===== config.mk =====
export PLATFORM = sky130hd
export DESIGN_NAME = fdf_mac
export DESIGN_NICKNAME = d
export VERILOG_FILES = /design/src/hw/rtl/fir_filter_direct_form_core_macros.svh /design/src/hw/rtl/fdf_pkg.sv /design/src/hw/rtl/fdf_mac.sv
export SDC_FILE = /design/constraint.sdc
export NUM_CORES = 1
export LEC_CHECK = 0
export ABC_CLOCK_PERIOD_IN_PS = 5600
export BUFFER_PORTS_ARGS = -buffer_cell sky130_fd_sc_hd__clkbuf_2
export CAP_MARGIN = 10
export CORE_UTILIZATION = 47
export DETAILED_ROUTE_END_ITERATION = 10
export GPL_TIMING_DRIVEN = 0
export PLACE_DENSITY = 0.67
export SLEW_MARGIN = 20
export SYNTH_ARGS = -nofsm -noshare
export SYNTH_HDL_FRONTEND = slang
export SYNTH_SLANG_ARGS = --single-unit

===== constraint.sdc =====
create_clock -name clk -period 5.6 [get_ports clk]
set_input_delay 0.28 -clock clk [delete_from_list [all_inputs] [get_ports clk]]
set_output_delay 0.28 -clock clk [all_outputs]
set_load 0.005 [all_outputs]

===== src/hw/rtl/fir_filter_direct_form_core_macros.svh =====
// Assertion macros shared by the FIR filter RTL.
`ifndef FIR_FILTER_DIRECT_FORM_CORE_MACROS_SVH
`define FIR_FILTER_DIRECT_FORM_CORE_MACROS_SVH

// Same-cycle implication, checked at every rising edge outside reset.
`define FDF_ASSERT_NOW(lbl, ante, cons, msg) \
    lbl: assert property (@(posedge clk) disable iff (!rst_n) (ante) |-> (cons)) \
        else $error(msg);

// Next-cycle implication, checked at every rising edge outside reset.
`define FDF_ASSERT_NEXT(lbl, ante, cons, msg) \
    lbl: assert property (@(posedge clk) disable iff (!rst_n) (ante) |=> (cons)) \
        else $error(msg);

`endif


===== src/hw/rtl/fdf_pkg.sv =====
// Types and constants shared by the FIR filter modules.
package fdf_pkg;

    localparam int SAMPLE_W   = 16;
    localparam int IDX_W      = 7;
    localparam int PROD_W     = 32;
    localparam int ACC_W      = 38;
    localparam int S_TDATA_W  = 24;
    localparam int M_TDATA_W  = 40;

    localparam logic OP_FILTER = 1'b0;
    localparam logic OP_LOAD   = 1'b1;

    typedef logic signed [SAMPLE_W-1:0] sample_t;

    // Control broadcast from the sequencer to every cell of the ring.
    typedef struct packed {
        logic             rotate;
        logic             shift;
        logic             load;
        logic [IDX_W-1:0] load_index;
        sample_t          load_value;
    } cell_ctrl_t;

endpackage


===== src/hw/rtl/fdf_mac.sv =====
// Multiply-accumulate unit fed by the head cell of the ring.
module fdf_mac
    import fdf_pkg::*;
(
    input  logic                    clk,
    input  logic                    rst_n,
    input  logic                    clear,
    input  logic                    mul_en,
    input  sample_t                 sample,
    input  sample_t                 coef,
    output logic signed [ACC_W-1:0] acc
);

    logic signed [PROD_W-1:0] prod_reg;
    logic signed [PROD_W-1:0] prod_next;
    logic                     prod_valid_reg;
    logic signed [ACC_W-1:0]  acc_reg;
    logic signed [ACC_W-1:0]  acc_next;

    assign prod_next = sample * coef;

    // The sum wraps at the accumulator width; with the default tap count it never does.
    always_comb
    begin
        acc_next = acc_reg;
        if (clear)
        begin
            acc_next = '0;
        end
        else if (prod_valid_reg)
        begin
            acc_next = acc_reg + {{(ACC_W-PROD_W){prod_reg[PROD_W-1]}}, prod_reg};
        end
    end

    always_ff @(posedge clk)
    begin
        prod_reg <= prod_next;
        acc_reg  <= acc_next;
    end

    always_ff @(posedge clk or negedge rst_n)
    begin
        if (!rst_n)
        begin
            prod_valid_reg <= 1'b0;
        end
        else
        begin
            prod_valid_reg <= mul_en;
        end
    end

    assign acc = acc_reg;

endmodule


==> results of run 1 <==
[per-stage QoR]
step	std cells	utilization [%]	setup WS, ns	hold slack [ns]	area [µm²]
3_5_place_dp	1985	50.8	-1.34	0.0568	14600
6_report	2072	57.4	-0.0572	0.0516	16500
3_3_place_gp	1985	50.8	-1.29	0.0543	14600
5_1_grt	2072	57.4	-0.216	0.0399	16500
4_1_cts	2044	55.7	-0.0856	0.0433	16000
2_1_floorplan	1529	-	-0.0375	-0.0156	13800
[worst reg2reg max path, stage by stage (launching register included)]
cell and delay [ns]:
dfxtp_1 0.35, ha_1 0.22, inv_1 0.07, fa_1 0.40, nand2b_1 0.20, a211oi_1 0.38, o31ai_1 0.22, o21ai_1 0.22
a31oi_1 0.19, o31ai_1 0.61, a21oi_1 0.15, o311ai_1 0.28
[logic make-up (layout without fill, tap and decap cells)]
kind of cell    Yosys count  after routing  share of synthesized area (%)
simple gates            448            448                           16.3
fa+ha+maj               382            382                           49.0
buf+inv                 347            506                           9.48
compound gates          199            199                           9.41
flops                    71             71                           10.4
xor+xnor                 57             57                           3.62
mux                      25             25                           1.83
[final cells by class]
cell class | instances | area share [%]
buffer | 47 | 3.72
clock buffer | 10 | 1.45
clock inverter | 6 | 0.416
inverter | 300 | 6.83
multi-input combinational | 1111 | 69.0
sequential | 71 | 8.63
tap | 384 | 2.91
timing repair buffer | 143 | 7.03
[metal layers]
layer  vias to the layer above  track usage, %  wire [µm]  share of wire [%]
met1                      5543            29.9      14200                 39
met4                         0            10.9       1720                4.7
met2                       409            41.8      18400                 51
met5                         -               0          0                  0
met3                       118            2.84       1900                5.3
li1                       5133               -          -                  -
[path summary, 6_finish.rpt]
path | endpoint | slack, ns
max in group asynchronous | prod_valid_reg$_DFF_PN0_ | 5.26
min in group asynchronous | prod_valid_reg$_DFF_PN0_ | 0.25
worst min register to register | acc[34]$_SDFFE_PP0P_ | 0.48
worst max register to register | acc[26]$_SDFFE_PP0P_ | 2.22
worst max-delay path | prod_reg[31]$_DFF_P_ | -0.06
worst min-delay path | prod_valid_reg$_DFF_PN0_ | 0.05
[what timing repair did]
action	4_1_cts	5_1_grt
cloned	2	1
buffers inserted	40	27
hold buffers	1	0
hold endpoints to repair	1	0
pin swaps	32	58
gates resized for setup	173	128
setup endpoints to repair	14	10
[cell usage in the layout (no fill, tap or decap), types with 12 or more instances in the layout]
| master | netlist | routed |
|---|---|---|
| nor2_1 | 69 | 68 |
| clkbuf_1 | 43 | 12 |
| buf_8 | 0 | 18 |
| o21ai_0 | 35 | 32 |
| and2_4 | 0 | 12 |
| nor3_1 | 15 | 15 |
| xnor2_1 | 45 | 42 |
| inv_2 | 0 | 14 |
| inv_1 | 300 | 285 |
| a21o_1 | 20 | 20 |
| nand3_1 | 16 | 14 |
| dfxtp_1 | 70 | 70 |
| clkbuf_2 | 0 | 44 |
| a21oi_1 | 53 | 46 |
| nand2_1 | 157 | 151 |
| ha_1 | 119 | 111 |
| fa_1 | 263 | 250 |
| o21bai_1 | 15 | 15 |
| buf_4 | 0 | 72 |
| and2_1 | 129 | 117 |
| fa_2 | 0 | 13 |
| clkbuf_16 | 0 | 25 |
| a211oi_1 | 13 | 12 |
| mux2i_1 | 24 | 24 |
==> impl_results.md, run 1 <==
- Remaining global-route overflow: 0
- Hold Crit Start: mul_en
- Synth cell types: 60
- Worst Setup SP: coef[13]
- Vias: 11200
- Layout cells sized above 1: 16.6%
- Seq cells post-synth: 71
- Row count: slightly above 60
- Die Span Y: 173 µm
- Relative slew slack: 48.3%
- Hold Path Class: in -> reg
- Top-count cell post-synth: inv_1
- Worst Setup End Kind: flop
- Area share of the largest cell type after synthesis: 38.2%
- Clock Path Buffers: 2
- Status: finished, violations left
- Main flop type after synthesis: dfxtp_1
- Final setup skew: 0.0103 ns
- CP arrival: 5.90 ns
- Syn Inst Count: 1529
- Starting DRC count in detailed routing: just over 800
- Core area: between 20000 and 30000 µm²
- Synthesized Nets: just under 2000
- CTS tree: yes
- NumNets Final: approximately 2100
- Seq. cell area: 1430 µm²
- Starting Density: 47.9%
- Period utilization: 101%
- Multi-input gate area: about 11000 µm²
- Residual DRC: 0
- Required @ worst endpoint: 5.85 ns
- Slowest stage delay, CP: 0.58 ns
- Root Buffer: clkbuf_16
- Total track usage: between 20% and 30%
- H-tree depth: 3
- Synth area leader: fa_1
- CTS sink count: 71
- CP delay by family, top: adder cells
- Crit-path cells: clkbuf_16 > buf_4 > and2_1 > fa_1 > fa_1 > fa_1 > fa_2 > fa_1 > inv_1 > fa_1 > inv_2 > ha_4 > and4_4 > and2_4 > nand4_1 > a31oi_4 > o22ai_2 > or3_4 > a31oi_4 > xnor2_2
- Syn Area/Cell: approximately 9 µm²
- Post-DRT Antenna Nets: 0
- Port Buffers: approximately 70
- Critical path buffers and inverters: 4
- DIE WIDTH: 173 µm
- Vias in the first global route: 11500
- MaxCap Viol Count: 0
- Final setup fails: 2
- Post-synth EDFFs: 0
- Routed vias/inst: 5.41
- Achievable Freq: 0.177 GHz
- CP max FO: 5
- Pin count of the biggest net entering global routing: 14
- Top cells by count, synth: inv_1, fa_1, nand2_1
- Clock Latency Late Sink: roughly 0.34 ns
- N_diodes: 0
- Synth Cell Area: 13800 µm²
- Largest register FFs: 38
- Initial antenna violation count: 0
- Levels on crit path: 20
- Routed WL: 36200 µm
- Post-synthesis sequential area ratio: between 10% and 20%
- # fillers: 2444
- Top Ports: 74
- Setup TNS: -0.0934 ns
- Post-synthesis async set-or-reset flop share: 1.41%
- Critical Path Slowest Stage Cell: fa_1
- R2r startpoint: acc[0]$_SDFFE_PP0P_
- CTS buffer count: 9
- Clk slew on worst S/H paths: ~0.060 ns
- Worst-margin pin slew: approximately 0.77 ns
- DRT Pass-1 Iters: 8
- Violations in the final reports: setup timing
- Top post-synthesis cells by area: fa_1, ha_1, dfxtp_1
- First-pass GRT wire length: approximately 57000 µm
- Syn. warnings: 0
- Setup crit start kind: input port
- Final min period: 5.66 ns
- Final Hold Fails: 0
- Worst r2r path cells: 11
- Most used cell, CP: fa_1
- Die area: 30000 µm²
- Unrepaired setup endpoints after global routing: yes
- Area Growth Syn to Fin: 20.0%
- Worst setup margin: -0.0572 ns
- Max Slew Vio Count: 0
- CP Class: in -> reg
- RePlAce Congestion: 0.919
- DPL Wire Length: 28500 µm
- Routed wire per std cell: 17.5 µm
- Hold Path Depth: 1
Power of run 1 is left out: the tool's default activity adds up to more than one toggle a clock period on the data nets, which glitch-free logic cannot reach.
==> inputs of run 2 (changes only) <==
- GPL_TIMING_DRIVEN: 0 -> not set
==> run 2 against run 1 <==
Net effect: the flow now finishes without violations; global-route usage is 2.1 points lower; final cell count is 1.3% higher; sequential share of layout area is 0.24 points higher; non-clock buffer count is 27 higher; critical path depth stayed put; wire length is 11% lower; cell area is 2.6% lower; utilization is 1.5 points lower; die area stayed put; critical endpoint unchanged.
==> impl_results.md, run 2 (synthesized netlist as in run 1, its figures left out) <==
- Status: finished clean
- H-tree depth: 3
- Final min period: approximately 5.4 ns
- CP arrival: 5.66 ns
- Vias in the first global route: 11300
- Most frequent cells in the layout: inv_1, fa_1, nand2_1
- N_diodes: 0
- Remaining global-route overflow: 0
- First-pass GRT wire length: between 50000 and 60000 µm
- Die area: 30000 µm²
- Pin count of the biggest net entering global routing: 55
- Residual DRC: 0
- Achievable Freq: 0.184 GHz
- Worst hold slack: 0.0441 ns
- Starting Density: 47.9%
- CTS tree: yes
- Clock Latency Late Sink: 0.35 ns
- Root Buffer: clkbuf_16
- Starting DRC count in detailed routing: 549
- Worst Setup End Kind: flop
- CP max FO: 5
- Final setup fails: 0
- Relative slew slack: between 50 and 60%
- RePlAce Congestion: 0.944
- Clk slew on worst S/H paths: ~0.06 ns
- # fillers: 2603
- Unrepaired setup endpoints after global routing: yes
- Setup crit start kind: input port
- Worst-margin pin slew: 0.649 ns
- DPL Wire Length: 27500 µm
- NumNets Final: 2128
- Most common cell after layout, fill and taps aside: inv_1
- Die Span Y: 173 µm
- Vias: 10900
- Routed vias/inst: 5.21
- Final Hold Fails: 0
- Routed wire per std cell: 15.3 µm
- CP Class: in -> reg
- Port Buffers: 73
- Routed WL: 32000 µm
- Largest register FFs: 38
- Hold Path Class: in -> reg
- DIE WIDTH: 173 µm
- DRT Pass-1 Iters: 4
- Core area: roughly 29000 µm²
- Initial antenna violation count: 0
- Area Growth Syn to Fin: 16.9%
- Top Ports: 74
- Final setup skew: 0.0146 ns
- Max Slew Vio Count: 0
- CTS buffer count: 9
- Post-DRT Antenna Nets: 0
- Period utilization: 97.3%
- Row count: 62
- Required @ worst endpoint: 5.81 ns
- Total track usage: between 20% and 30%
- Layout cells sized above 1: 15.9%
- MaxCap Viol Count: 0
- CTS sink count: 71
- Clock Path Buffers: 2
run 2: layout make-up:
| class | instances | area (µm²) | area share [%] |
|---|---|---|---|
| clock buffers | 10 | 239 | 1.48 |
| clock inverters | 6 | 50.0 | 0.311 |
| inverters | 300 | 1130 | 6.99 |
| multi-input cells | 1111 | 11200 | 69.6 |
| flip-flops and latches | 71 | 1430 | 8.87 |
| well taps | 384 | 480 | 2.98 |
| repair buffers | 217 | 1570 | 9.75 |
run 2: repair_timing:
action	CTS	global route
endpoints found under the setup margin	1	8
setup buffers	0	9
pin swaps	0	28
gates resized for setup	1	88
gates cloned	0	1
hold buffers	1	0
hold endpoints to repair	1	0
run 2: worst max-delay path, stage by stage:
cell and delay, ns:
buf_12 0.11, buf_6 0.11, and2_4 0.15, fa_1 0.50, fa_1 0.54, fa_1 0.54, fa_1 0.54, fa_1 0.54
inv_1 0.05, fa_1 0.51, inv_2 0.05, ha_4 0.25, and4_4 0.20, and2_4 0.13, nand4_1 0.14, a31oi_2 0.26
o22ai_2 0.12, or3_1 0.34, a31oi_1 0.22, xnor2_1 0.08
run 2: worst paths after layout:
path	startpoint	end	slack, ns	cells past startpoint
worst max-delay path	sample[4]	prod_reg[31]$_DFF_P_	0.15	20
worst min-delay path	mul_en	prod_valid_reg$_DFF_PN0_	0.04	1
worst max register to register	acc[0]$_SDFFE_PP0P_	acc[26]$_SDFFE_PP0P_	2.25	11
worst min register to register	acc[34]$_SDFFE_PP0P_	acc[34]$_SDFFE_PP0P_	0.49	2
max in group asynchronous	rst_n	prod_valid_reg$_DFF_PN0_	5.26	2
min in group asynchronous	rst_n	prod_valid_reg$_DFF_PN0_	0.25	2
run 2: metal layers:
metal	wire, µm	global-route usage [%]	vias to the layer above
met5	0	0	-
met2	16700	39.4	195
met1	13800	28.6	5530
met4	623	5.16	0
met3	888	1.67	46
li1	-	-	5167
run 2: stage by stage:
stage                     setup WS [ns]  area [µm²]  utilization (%)  TNS [ns]  instances
after floorplan                 -0.0375       13800                -   -0.0375       1529
after global placement           -0.261       15500             53.7     -1.27       2072
after detailed placement         -0.407       15500             53.7     -2.21       2072
after CTS                        0.0200       15800             54.8         0       2089
after global routing            -0.0464       16100             55.9    -0.106       2099
final                             0.150       16100             55.9         0       2099
Power of run 2 is left out for the same reason.
==> inputs of run 3 (changes only) <==
- CORE_UTILIZATION: 47 -> 55
- GPL_ROUTABILITY_DRIVEN: not set -> 0
- PLACE_DENSITY: 0.67 -> 0.76
==> run 3 against run 2 <==
Net effect: via count rose by 0.39%; fmax decreased by 0.16%; clock skew shrank 0.0036 ns; sequential share of layout area is 0.17 points higher; critical path type unchanged; critical endpoint unchanged; largest cell class unchanged.
==> impl_results.md, run 3 (synthesized netlist as in run 1, its figures left out) <==
- Area Growth Syn to Fin: 14.7%
- Most used cell, CP: fa_1
- Die area: 25700 µm²
- Layout cells sized above 1: 14.4%
- MaxCap Viol Count: 0
- First-pass GRT wire length: 53700 µm
- Top Ports: 74
- CTS tree: yes
- DRT Pass-1 Iters: 5
- Worst Setup End Kind: flop
- Most common cell after layout, fill and taps aside: inv_1
- Row count: 57
- Routed WL: 31900 µm
- Residual DRC: 0
- DPL Wire Length: 27200 µm
- Critical path buffers and inverters: 5
- Initial antenna violation count: 0
- Pin count of the biggest net entering global routing: 55
- Setup crit start kind: input port
- NumNets Final: approximately 2100
- Vias: approximately 11000
- Clock Path Buffers: 2
- Clk slew on worst S/H paths: 0.06 ns
- Worst hold slack: between 0.04 and 0.05 ns
- Total track usage: 25.8%
- Clock Latency Late Sink: 0.34 ns
- H-tree depth: 3
- CP delay by family, top: adder cells
- Die Span Y: between 150 and 200 µm
- Largest register FFs: 38
- Relative slew slack: 26.6%
- CTS buffer count: 9
- Routed vias/inst: 5.43
- Starting Density: 56.3%
- Port Buffers: 73
- Starting DRC count in detailed routing: 628
- Hold Path Class: in -> reg
- Period utilization: between 90% and 100%
- CP max FO: 7
- Max Slew Vio Count: 0
- Slowest stage delay, CP: 0.53 ns
- DIE WIDTH: 160 µm
- Final setup fails: 0
- Status: finished clean
- Final setup skew: 0.0110 ns
- Routed wire per std cell: ~16 µm
- Most frequent cells in the layout: inv_1, fa_1, nand2_1
- R2r setup slk: 2.28 ns
- Final Hold Fails: 0
- CTS sink count: 71
- Achievable Freq: 0.183 GHz
- Required @ worst endpoint: 5.87 ns
- Remaining global-route overflow: 0
- Vias in the first global route: 11600
- Crit-path cells: buf_2 > and2_4 > fa_1 > inv_1 > fa_1 > fa_1 > inv_1 > fa_1 > fa_1 > inv_1 > fa_1 > inv_1 > ha_4 > and4_4 > and2_4 > nand4_1 > a31oi_2 > o22ai_2 > or3_1 > a31oi_1 > xnor2_1
- Core area: 24500 µm²
- Final min period: 5.46 ns
- N_diodes: 0
- Post-DRT Antenna Nets: 0
- Critical Path Slowest Stage Cell: fa_1
- Root Buffer: clkbuf_16
- CP Class: in -> reg
- CP arrival: 5.73 ns
- Worst-margin pin slew: 1.10 ns
run 3: metal layers:
layer | vias up | part of all wire, % | global-route usage [%] | wire (µm)
met1 | 5441 | 42 | 32.0 | 13400
li1 | 5133 | - | - | -
met4 | 0 | 3.5 | 10.0 | 1110
met3 | 95 | 3.6 | 2.42 | 1140
met5 | - | 0 | 0 | 0
met2 | 312 | 51 | 46.4 | 16300
run 3: worst paths after layout:
kind | start | end | depth (start not counted)
worst max register to register | acc[0]$_SDFFE_PP0P_ | acc[26]$_SDFFE_PP0P_ | 11
max in group asynchronous | rst_n | prod_valid_reg$_DFF_PN0_ | 2
worst min-delay path | mul_en | prod_valid_reg$_DFF_PN0_ | 1
worst min register to register | acc[34]$_SDFFE_PP0P_ | acc[34]$_SDFFE_PP0P_ | 2
worst max-delay path | sample[13] | prod_reg[31]$_DFF_P_ | 21
min in group asynchronous | rst_n | prod_valid_reg$_DFF_PN0_ | 2
run 3: timing repair:
action,CTS,global route
pin swaps,1,25
setup buffers,1,2
endpoints found under the hold margin,1,0
setup endpoints to repair,2,8
hold buffers,1,0
gates resized for setup,5,41
run 3: per-stage QoR:
step | util [%] | std cells | area [µm²] | setup WS [ns] | TNS (ns)
after floorplan | - | 1529 | 13800 | -0.0375 | -0.0375
after global placement | 62.6 | 2003 | 15300 | -0.189 | -0.806
after detailed placement | 62.6 | 2003 | 15300 | -0.405 | -2.20
after CTS | 64.0 | 2021 | 15700 | 0.00237 | 0
after global routing | 64.6 | 2023 | 15800 | -0.0324 | -0.0324
final | 64.6 | 2023 | 15800 | 0.142 | 0
run 3: cell type report:
class                           count  area, µm²
Multi-Input combinational cell   1111      11200
Fill cell                        1969       8670
Sequential cell                    71       1430
Timing Repair Buffer              201       1370
Inverter                          300       1130
Tap cell                          324        405
Clock buffer                        9        225
Clock inverter                      7       87.6
run 3: worst register-to-register path, delay by kind of cell, from the launching register on:
kind | cells | cell delay (ns)
adders and majority gates | 2 | 0.62
buffers and inverters | 1 | 0.07
and+or+nand+nor | 1 | 0.21
AOI/OAI and AO/OA | 7 | 1.96
DFF | 1 | 0.35
Power of run 3 is left out for the same reason.
