===== src/hw/rtl/fir_filter_direct_form_core_macros.svh =====
// Assertion macros shared by the FIR filter RTL.
`ifndef FIR_FILTER_DIRECT_FORM_CORE_MACROS_SVH
`define FIR_FILTER_DIRECT_FORM_CORE_MACROS_SVH

// Same-cycle implication, checked at every rising edge outside reset.
`define FDF_ASSERT_NOW(lbl, ante, cons, msg) \
    lbl: assert property (@(posedge clk) disable iff (!rst_n) (ante) |-> (cons)) \
        else $error(msg);

// Next-cycle implication, checked at every rising edge outside reset.
`define FDF_ASSERT_NEXT(lbl, ante, cons, msg) \
    lbl: assert property (@(posedge clk) disable iff (!rst_n) (ante) |=> (cons)) \
        else $error(msg);

`endif


===== src/hw/rtl/fdf_pkg.sv =====
// Types and constants shared by the FIR filter modules.
package fdf_pkg;

    localparam int SAMPLE_W   = 16;
    localparam int IDX_W      = 7;
    localparam int PROD_W     = 32;
    localparam int ACC_W      = 38;
    localparam int S_TDATA_W  = 24;
    localparam int M_TDATA_W  = 40;

    localparam logic OP_FILTER = 1'b0;
    localparam logic OP_LOAD   = 1'b1;

    typedef logic signed [SAMPLE_W-1:0] sample_t;

    // Control broadcast from the sequencer to every cell of the ring.
    typedef struct packed {
        logic             rotate;
        logic             shift;
        logic             load;
        logic [IDX_W-1:0] load_index;
        sample_t          load_value;
    } cell_ctrl_t;

endpackage


===== src/hw/rtl/fdf_cell.sv =====
// One tap cell: holds a delay-line sample and its coefficient.
module fdf_cell
    import fdf_pkg::*;
#(
    parameter int INDEX = 0
)
(
    input  logic       clk,
    input  logic       rst_n,
    input  cell_ctrl_t ctrl,
    input  sample_t    in_sample,
    input  sample_t    in_coef,
    output sample_t    sample,
    output sample_t    coef
);

    sample_t sample_reg;
    sample_t sample_next;
    sample_t coef_reg;
    sample_t coef_next;
    logic    load_hit;

    assign load_hit = ctrl.load && (32'(ctrl.load_index) == 32'(INDEX));

    always_comb
    begin
        sample_next = sample_reg;
        coef_next   = coef_reg;
        if (ctrl.rotate)
        begin
            sample_next = in_sample;
            coef_next   = in_coef;
        end
        else if (ctrl.shift)
        begin
            sample_next = in_sample;
        end
        else if (load_hit)
        begin
            coef_next = ctrl.load_value;
        end
    end

    always_ff @(posedge clk or negedge rst_n)
    begin
        if (!rst_n)
        begin
            sample_reg <= '0;
            coef_reg   <= '0;
        end
        else
        begin
            sample_reg <= sample_next;
            coef_reg   <= coef_next;
        end
    end

    assign sample = sample_reg;
    assign coef   = coef_reg;

endmodule


===== config.mk =====
export PLATFORM = sky130hd
export DESIGN_NAME = fdf_cell
export DESIGN_NICKNAME = d
export VERILOG_FILES = /design/src/hw/rtl/fir_filter_direct_form_core_macros.svh /design/src/hw/rtl/fdf_pkg.sv /design/src/hw/rtl/fdf_cell.sv
export SDC_FILE = /design/constraint.sdc
export NUM_CORES = 1
export LEC_CHECK = 0
export ABC_AREA = 1
export BUFFER_PORTS_ARGS = -buffer_cell sky130_fd_sc_hd__buf_2
export CAP_MARGIN = 20
export CELL_PAD_IN_SITES_DETAIL_PLACEMENT = 0
export CELL_PAD_IN_SITES_GLOBAL_PLACEMENT = 1
export CORE_ASPECT_RATIO = 0.75
export CORE_MARGIN = 2
export CORE_UTILIZATION = 31
export CTS_BUF_LIST = sky130_fd_sc_hd__clkbuf_16
export DETAILED_ROUTE_END_ITERATION = 6
export MAX_ROUTING_LAYER = met4
export PLACE_DENSITY_LB_ADDON = 0.1
export SETUP_SLACK_MARGIN = 0.1
export SLEW_MARGIN = 20
export SYNTH_ARGS = -nofsm -noshare
export SYNTH_HDL_FRONTEND = slang
export SYNTH_SLANG_ARGS = --single-unit

===== constraint.sdc =====
create_clock -name clk -period 1.1 [get_ports clk]
set_input_delay 0.055 -clock clk [delete_from_list [all_inputs] [get_ports clk]]
set_output_delay 0.055 -clock clk [all_outputs]
set_load 0.02 [all_outputs]

==> flow_summary.yaml, run 1 <==
setup_path:
  r2r-end: "sample[0]$_DFFE_PN0P_"
  path_class: "register to output pin"
  startpoint_type: "register"
  crit_slowest_cell: "dfrtp_1"
  cp_data_arrival_time_ns: 0.82
  max_stage_delay_ns: 0.39
  crit_path_end_kind: "output pin"
  rr_worst_depth: 1
  cp_cell_sequence: "buf_2"
  path_delay_family: "flip-flops"
  rrSetupSlack_ns: 0.35
  r2r-start: "sample[0]$_DFFE_PN0P_"
  crit_required_ns: 1.04
  path_buf_inv: 1
  critPathMaxFanout: 2
global_route:
  antenna_found_initial: 0
  grt_max_degree: 33
  grt_use_total_pct: 15.45
  grt_pass1_wl_microns: 6375
  first_global_vias: 1377
  grt-ovfl-total: 0
placement:
  dp_cells: 311
  port_buffers: 91
  routabilityCongestion: 0.7231
  pre_cts_ws_ns: 0.04207
  place_hpwl_microns: 2713
min_path:
  min_path_cells: 2
  whs_endpoint: "sample[11]$_DFFE_PN0P_"
  hp-class: "input port to register"
  worstHoldStart: "in_sample[11]"
synth:
  synth_mux_area_share_pct: 12.19
  ys_seq_area_share_pct: 54.19
  synthTopCellsByCount: "nand2_1, dfrtp_1, mux2_2, nand3_1, nor2_1"
  ys_async_sr_fraction_pct: 100.0
  synth-edff-count: 0
  synth_compound_area_share_pct: 0
  synth_top_cell_by_area: "dfrtp_1"
  synth_top_family_by_area: "simple AND/OR/NAND/NOR gates"
  synth_top_area_share_pct: 54.19
  synth-seq-cells: 32
  synth_nets: 225
  avgSynthCellArea_sq_um: 8.956
  synth_area_leaders: "dfrtp_1, nand2_1, mux2_2"
  synthAdderAreaFrac_pct: 0
  syn-instance-count: 165
  yosys.area_share.xor_xnor_pct: 0
  syn_area_sq_mm: 0.001478
  synth.distinct_cells: 14
  synth_most_common_cell: "nand2_1"
  synthFlopType: "dfrtp_1"
  ys_warn_count: 0
  yosys.area_share.simple_pct: 29.30
timing:
  period_share_pct: 79.83
  fmax_ghz: 1.139
  period_needed_ns: 0.8781
  setup_viol: 0
  slew_viol_final: 0
  slew_headroom_pct: 72.61
  worst_pin_slew_ns: 0.4108
  fin_setup_tns_ns: 0
  layout_setup_ws_ns: 0.2219
  timing.hold.ws_ns: 0.01174
  fin_skew_ns: 0
  finalHoldViolations: 0
  grt_setup_unrepaired: "no"
floorplanning:
  io_pins: 92
  die-area_sq_mm: 0.005341
  die_h_microns: 63.79
  core_sq_mm: 0.004519
  start_util_pct: 32.70
  row_count: 21
  die_x_microns: 83.72
power:
  finalPower_w: 0.003243
  p_leak_nw: 1.224
  peakVddDrop_v: 0.0006796
  p_per_area_mw_per_mm2: 1507
cells_and_area:
  antenna_cells: 0
  drive_above_1_share_pct: 46.56
  layout.nets: 322
  layoutNonFillerInstCount: 319
  multi_input_area_sq_um: 613.1
  areaGrowthSynthToFinish_pct: 45.64
  seqCellArea_sq_um: 800.8
  fillers: 466
clock_tree:
  clock_path_buffers: 2
  cts_tree: "yes"
  h-tree-depth: 2
  ctsResizeCount: 0
  cts.clk_slew.worst_paths_ns: 0.05
  numClockSinks: 32
  cts_root_buf: "clkbuf_16"
  numCtsBuffers: 5
  clock_latency_ns: 0.27
route:
  totalWireLength_microns: 3702
  wl_per_cell_microns: 11.61
  drt_iter0_drc: 24
  ant_nets: 0
  drc_errors: 0
  dr.pass1.iters: 4
  vias: 1403
  via_per_inst: 4.398
outcome:
  status: "finished clean"
flow_run:
  maxCapViolCount: 0
[layout by cell type, fill, tap and decap left out, drive strengths merged]
cell type,n
buf,97
clkbuf,5
clkinv,2
mux2,16
dfrtp,32
nand3,16
nand2,84
inv,3
dlygate4sd3,1
nor2,5
and2,1
[repair_timing]
action | 4_1_cts | 5_1_grt
hold buffers | 1 | 0
setup endpoints to repair | 0 | 0
endpoints found under the hold margin | 32 | 0
buffers inserted | 0 | 0
[layout make-up]
type                       count  area share [%]
clock buffer                   5           5.814
clock inverter                 2          0.3488
inverter                       3          0.5233
multi-input combinational    122           28.49
sequential                    32           37.21
tap                           57           3.314
timing repair buffer          98           24.30
[cell families (layout without fill, tap and decap cells)]
group | count (synthesis) | after routing
buffers and inverters | 11 | 108
and+or+nand+nor | 106 | 106
DFF | 32 | 32
muxes | 16 | 16
[metal layers]
layer	share of wire, %	GRT usage [%]	vias to the layer above	wire length, microns
met5	0	-	-	0
met3	7.9	5.943	5	292
met1	49	20.10	629	1805
li1	-	-	716	-
met4	0.84	4.032	0	31
met2	42	22.80	53	1572
[through the flow]
step / util (%) / area, sq um
detailed placement: 44.46 / 2009
finish: 47.62 / 2152
CTS: 47.62 / 2152
global placement: 44.46 / 2009
global route: 47.62 / 2152
floorplan: - / 1478
[worst max-delay path by stage]
stage / from / end / cells past startpoint
floorplan: ctrl[25] / sample[0]$_DFFE_PN0P_ / 4
global placement: ctrl[20] / coef[0]$_DFFE_PN0P_ / 8
detailed placement: ctrl[20] / coef[12]$_DFFE_PN0P_ / 8
CTS: coef[6]$_DFFE_PN0P_ / coef[6] / 1
global route: coef[14]$_DFFE_PN0P_ / coef[14] / 1
finish: coef[6]$_DFFE_PN0P_ / coef[6] / 1
[power by group]
group | total (W) | switching, W | internal (W)
Clock | 0.00127 | 0.000461 | 0.000808
Sequential | 0.00134 | 0.0000523 | 0.00129
Combinational | 0.000631 | 0.000361 | 0.000270
Note: power is estimated with default switching activity, not from simulation.
==> run 2, diff against run 1 <==
--- a/config.mk
+++ b/config.mk
@@ -12,7 +12,7 @@
 export CELL_PAD_IN_SITES_GLOBAL_PLACEMENT = 1
 export CORE_ASPECT_RATIO = 0.75
 export CORE_MARGIN = 2
-export CORE_UTILIZATION = 31
+export CORE_UTILIZATION = 29
 export CTS_BUF_LIST = sky130_fd_sc_hd__clkbuf_16
 export DETAILED_ROUTE_END_ITERATION = 6
 export MAX_ROUTING_LAYER = met4
==> constraint.sdc (replaced) <==
create_clock -name clk -period 0.9 [get_ports clk]
set_input_delay 0.045 -clock clk [delete_from_list [all_inputs] [get_ports clk]]
set_output_delay 0.045 -clock clk [all_outputs]
set_load 0.02 [all_outputs]
==> flow_summary.yaml, run 2 (synthesized netlist as in run 1, its figures left out) <==
outcome:
  status: "finished clean"
floorplanning:
  die_x_microns: 86.43
  core_sq_mm: 0.004900
  row_count: 22
  die_h_microns: 65.82
  io_pins: 92
  start_util_pct: 30.16
  die-area_sq_mm: 0.005688
setup_path:
  startpoint_type: "register"
  cp_cell_sequence: "buf_6"
  path_class: "register to output pin"
  max_stage_delay_ns: 0.41
  r2r-end: "sample[11]$_DFFE_PN0P_"
  r2r-start: "sample[11]$_DFFE_PN0P_"
  critPathMaxFanout: 2
  crit_slowest_cell: "dfrtp_1"
  path_buf_inv: 1
  crit_required_ns: 0.85
  rrSetupSlack_ns: 0.10
  path_delay_family: "flip-flops"
  crit_path_end_kind: "output pin"
  cp_data_arrival_time_ns: 0.82
  rr_worst_depth: 1
timing:
  setup_viol: 0
  slew_viol_final: 0
  fmax_ghz: 1.153
  period_needed_ns: 0.8670
  fin_setup_tns_ns: 0
  period_share_pct: 96.33
  finalHoldViolations: 0
  fin_skew_ns: 0
  layout_setup_ws_ns: 0.03302
  worst_pin_slew_ns: 0.1804
  grt_setup_unrepaired: "yes"
  slew_headroom_pct: 87.97
route:
  drc_errors: 0
  totalWireLength_microns: 4114
  drt_iter0_drc: 37
  vias: 1519
  ant_nets: 0
  via_per_inst: 4.403
  wl_per_cell_microns: 11.92
  dr.pass1.iters: 5
global_route:
  grt-ovfl-total: 0
  first_global_vias: 1530
  grt_use_total_pct: 16.13
  antenna_found_initial: 0
  grt_pass1_wl_microns: 6851
  grt_max_degree: 33
cells_and_area:
  mostFrequentLayoutCells: "nand2_1, buf_2, dfrtp_1, buf_6, nand3_1"
  final_common_cell: "nand2_1"
  areaGrowthSynthToFinish_pct: 80.53
  fillers: 461
  drive_above_1_share_pct: 46.67
  layoutNonFillerInstCount: 345
  finish.utilization_pct: 54.44
  antenna_cells: 0
  layout.nets: 344
min_path:
  whs_endpoint: "sample[14]$_DFFE_PN0P_"
  min_path_cells: 2
  hp-class: "input port to register"
  worstHoldStart: "in_sample[14]"
placement:
  port_buffers: 91
  routabilityCongestion: 0.7365
  place_hpwl_microns: 2870
  dp_cells: 316
  pre_cts_ws_ns: -0.04185
flow_run:
  maxCapViolCount: 0
clock_tree:
  cts.clk_slew.worst_paths_ns: 0.05
  cts_root_buf: "clkbuf_16"
  h-tree-depth: 2
  numClockSinks: 32
  clock_path_buffers: 2
  clock_latency_ns: 0.27
  cts_tree: "yes"
  numCtsBuffers: 5
power:
  peakVddDrop_v: 0.0009244
  p_per_area_mw_per_mm2: 1736
  p_leak_nw: 1.482
  finalPower_w: 0.004630
run 2: changes by cell type in the layout (fill, tap and decap cells not counted), sizes merged:
cell,change
dlygate4sd3,+9
dlymetal6s4s,+3
buf,+10
bufinv,+1
run 2: timing repair:
action | 4_1_cts | 5_1_grt
endpoints found under the hold margin | 43 | 1
gates resized for setup | 64 | 4
hold buffers | 12 | 1
endpoints found under the setup margin | 32 | 35
setup buffers | 4 | 4
run 2: how the worst max path moves through the flow:
stage / start / to / cells after the start
floorplan: ctrl[25] / sample[0]$_DFFE_PN0P_ / 4
global placement: ctrl[20] / coef[1]$_DFFE_PN0P_ / 9
detailed placement: ctrl[20] / coef[1]$_DFFE_PN0P_ / 9
CTS: coef[15]$_DFFE_PN0P_ / coef[15] / 1
global route: sample[11]$_DFFE_PN0P_ / sample[11] / 1
finish: sample[11]$_DFFE_PN0P_ / sample[11] / 1
run 2: final cells by class:
| class | instances | area, sq um | area share, % |
|---|---|---|---|
| inverter | 3 | 11.26 | 0.4221 |
| multi-input combinational | 122 | 654.4 | 24.53 |
| clock inverter | 3 | 37.54 | 1.407 |
| tap | 60 | 75.07 | 2.814 |
| clock buffer | 5 | 125.1 | 4.690 |
| sequential | 32 | 800.8 | 30.02 |
| timing repair buffer | 120 | 963.4 | 36.12 |
run 2: routing by layer:
metal,part of all wire [%],wire [microns],vias up,global-route usage (%)
met4,0.75,31,0,4.688
li1,-,-,758,-
met2,41,1704,60,23.65
met5,0,0,-,-
met1,48,1991,697,20.88
met3,9.4,386,4,6.117
run 2: power by group:
group / internal, W / switching, W / leakage (nW) / total (W)
sequential: 0.00158 / 0.000102 / 0.385 / 0.00168
clock: 0.00128 / 0.000577 / 0.0789 / 0.00186
combinational: 0.000612 / 0.000477 / 1.02 / 0.00109
run 2: stage by stage:
stage                     instance area (sq um)  hold slack (ns)
after CTS                                  2616         0.001107
after global placement                     2103          0.01751
final                                      2668          0.01063
after detailed placement                   2103          0.01656
after global routing                       2668         0.006116
after floorplan                            1529          -0.2506
==> run 3, diff against run 2 <==
--- a/config.mk
+++ b/config.mk
@@ -5,7 +5,6 @@
 export SDC_FILE = /design/constraint.sdc
 export NUM_CORES = 1
 export LEC_CHECK = 0
-export ABC_AREA = 1
 export BUFFER_PORTS_ARGS = -buffer_cell sky130_fd_sc_hd__buf_2
 export CAP_MARGIN = 20
 export CELL_PAD_IN_SITES_DETAIL_PLACEMENT = 0
==> flow_summary.yaml, run 3 <==
synth:
  syn-instance-count: 133
  ys_seq_area_share_pct: 51.36
  synth-seq-cells: 32
  synth_nets: 193
  synthTopCellsByCount: "dfrtp_1, nor2_1, a31oi_1, mux2_2, nand4_1"
  synthFlopType: "dfrtp_1"
  avgSynthCellArea_sq_um: 11.72
  ys_warn_count: 0
  syn_area_sq_mm: 0.001559
  synth.distinct_cells: 18
  synth_top_cell_by_area: "dfrtp_1"
  ys_async_sr_fraction_pct: 100.0
  synth_area_leaders: "dfrtp_1, mux2_2, o31ai_2"
  synth_most_common_cell: "dfrtp_1"
  synth-edff-count: 0
  synth_top_area_share_pct: 51.36
clock_tree:
  clock_latency_ns: 0.27
  clock_path_buffers: 2
  numCtsBuffers: 5
  cts_tree: "yes"
  cts_root_buf: "clkbuf_16"
  h-tree-depth: 2
  numClockSinks: 32
  cts.clk_slew.worst_paths_ns: 0.05
global_route:
  grt_pass1_wl_microns: 8148
  grt_use_total_pct: 18.78
  grt_use_met3_pct: 5.134
  grt_max_degree: 33
  first_global_vias: 1648
  top_usage_layer: "met2"
  use_met1_pct: 20.91
  antenna_found_initial: 0
  grt-ovfl-total: 0
  use_met2_pct: 33.30
timing:
  finalHoldViolations: 0
  setup_viol: 16
  slew_viol_final: 0
  period_share_pct: 122.0
  fin_setup_tns_ns: -2.520
  period_needed_ns: 1.098
  fin_skew_ns: 0
  slew_headroom_pct: 66.99
  fmax_ghz: 0.9108
  layout_setup_ws_ns: -0.1979
  worst_pin_slew_ns: 0.4951
  grt_setup_unrepaired: "yes"
route:
  wl_per_cell_microns: 15.48
  totalWireLength_microns: 5187
  ant_nets: 0
  drt_iter0_drc: 49
  via_per_inst: 4.815
  drc_errors: 0
  dr.pass1.iters: 6
  vias: 1613
setup_path:
  crit_required_ns: 1.04
  max_stage_delay_ns: 0.60
  crit_path_end_kind: "register"
  crit_path_start: "ctrl[20]"
  r2r-end: "coef[5]$_DFFE_PN0P_"
  cp_data_arrival_time_ns: 1.24
  critPathMaxFanout: 3
  cp_cell_sequence: "buf_6 > or4b_4 > buf_6 > o31ai_4 > a31oi_1"
  crit_slowest_cell: "or4b_4"
  rrSetupSlack_ns: 0.08
  path_class: "input port to register"
  startpoint_type: "input port"
  r2r-start: "coef[5]$_DFFE_PN0P_"
  rr_worst_depth: 3
  critPathMostFrequentCell: "buf_6"
placement:
  routabilityCongestion: 0.8124
  place_hpwl_microns: 3446
  pre_cts_ws_ns: -0.4637
  port_buffers: 91
  dp_cells: 303
  dpl_cell_area_sq_mm: 0.002293
power:
  p_leak_nw: 1.379
  peakVddDrop_v: 0.0006458
  p_per_area_mw_per_mm2: 1561
floorplanning:
  io_pins: 92
  start_util_pct: 29.60
  core_sq_mm: 0.005266
  die_x_microns: 88.66
  die_h_microns: 67.50
  row_count: 23
  die-area_sq_mm: 0.005984
outcome:
  status: "finished with violations"
  violations: "setup timing"
min_path:
  worstHoldStart: "in_sample[8]"
  whs_endpoint: "sample[8]$_DFFE_PN0P_"
  min_path_cells: 2
  hp-class: "input port to register"
cells_and_area:
  areaGrowthSynthToFinish_pct: 98.23
  layout.nets: 319
  finish.utilization_pct: 58.68
  final_common_cell: "buf_2"
  drive_above_1_share_pct: 71.54
  antenna_cells: 0
  final_area_sq_mm: 0.003090
  fillers: 446
  mostFrequentLayoutCells: "buf_2, buf_6, buf_4"
  layoutNonFillerInstCount: 335
flow_run:
  maxCapViolCount: 0
run 3: cell count changes after synthesis, moves of 2 or more:
cell | before | now
a31oi_1 | 0 | 16
clkbuf_1 | 2 | 6
nand2_1 | 82 | 0
nand2_2 | 2 | 0
nand3_1 | 16 | 0
nand4_1 | 0 | 16
nor2_1 | 4 | 18
o31ai_1 | 0 | 6
o31ai_2 | 0 | 9
run 3: per-stage QoR:
step / hold slack (ns) / power [W]
after global placement: 0.01018 / 0.002536
after global routing: 0.0006450 / 0.005049
final: 0.005575 / 0.004823
after CTS: 0.0005315 / 0.004825
after floorplan: -0.2506 / 0.002147
after detailed placement: 0.01658 / 0.002555
run 3: worst max-delay path by stage:
stage,slack [ns],cells after the start,to
finish,-0.20,5,coef[0]$_DFFE_PN0P_
global route,-0.22,5,coef[0]$_DFFE_PN0P_
CTS,-0.15,5,coef[10]$_DFFE_PN0P_
detailed placement,-0.46,4,coef[13]$_DFFE_PN0P_
global placement,-0.43,4,coef[11]$_DFFE_PN0P_
floorplan,-0.37,5,coef[10]$_DFFE_PN0P_
run 3: repair_timing:
item                                   in CTS  in global routing
hold buffers                                6                  1
pin swaps                                  23                 15
resized for setup                          82                 15
cloned                                      1                  0
setup buffers                              14                  2
endpoints found under the hold margin      37                  1
setup endpoints to repair                  48                 54
run 3: layout make-up:
class / count / area, sq um / share of cell area (%)
Timing Repair Buffer: 132 / 1085 / 35.10
Inverter: 1 / 3.754 / 0.1215
Clock inverter: 3 / 38.79 / 1.255
Multi-Input combinational cell: 87 / 923.4 / 29.88
Sequential cell: 32 / 820.8 / 26.56
Clock buffer: 5 / 125.1 / 4.049
Tap cell: 75 / 93.84 / 3.036
run 3: critical path, delay by kind of cell:
family / cells / cell delay (ns)
and+or+nand+nor: 1 / 0.60
buffers and inverters: 2 / 0.24
AOI/OAI and AO/OA: 2 / 0.35
run 3: per-layer routing:
metal / routed length, microns / share of wire, %
met4: 49 / 0.94
met5: 0 / 0
met2: 2734 / 53
met1: 2123 / 41
met3: 280 / 5.4
run 3: kinds of logic (layout without fill, tap and decap cells):
| group | count (synthesis) | count (layout) | share of synthesized area, % |
|---|---|---|---|
| AND/OR/NAND/NOR | 39 | 39 | 13.48 |
| buffers and inverters | 14 | 141 | 5.698 |
| AO/OA/AOI/OAI | 32 | 32 | 17.90 |
| multiplexers | 16 | 16 | 11.56 |
| flip-flops | 32 | 32 | 51.36 |
run 3: power breakdown:
part	switching [W]	internal [W]	leakage, nW
registers	0.000103	0.00158	0.349
logic	0.000558	0.000704	0.945
clock network	0.000590	0.00129	0.0850
total	0.00125	0.00357	1.38
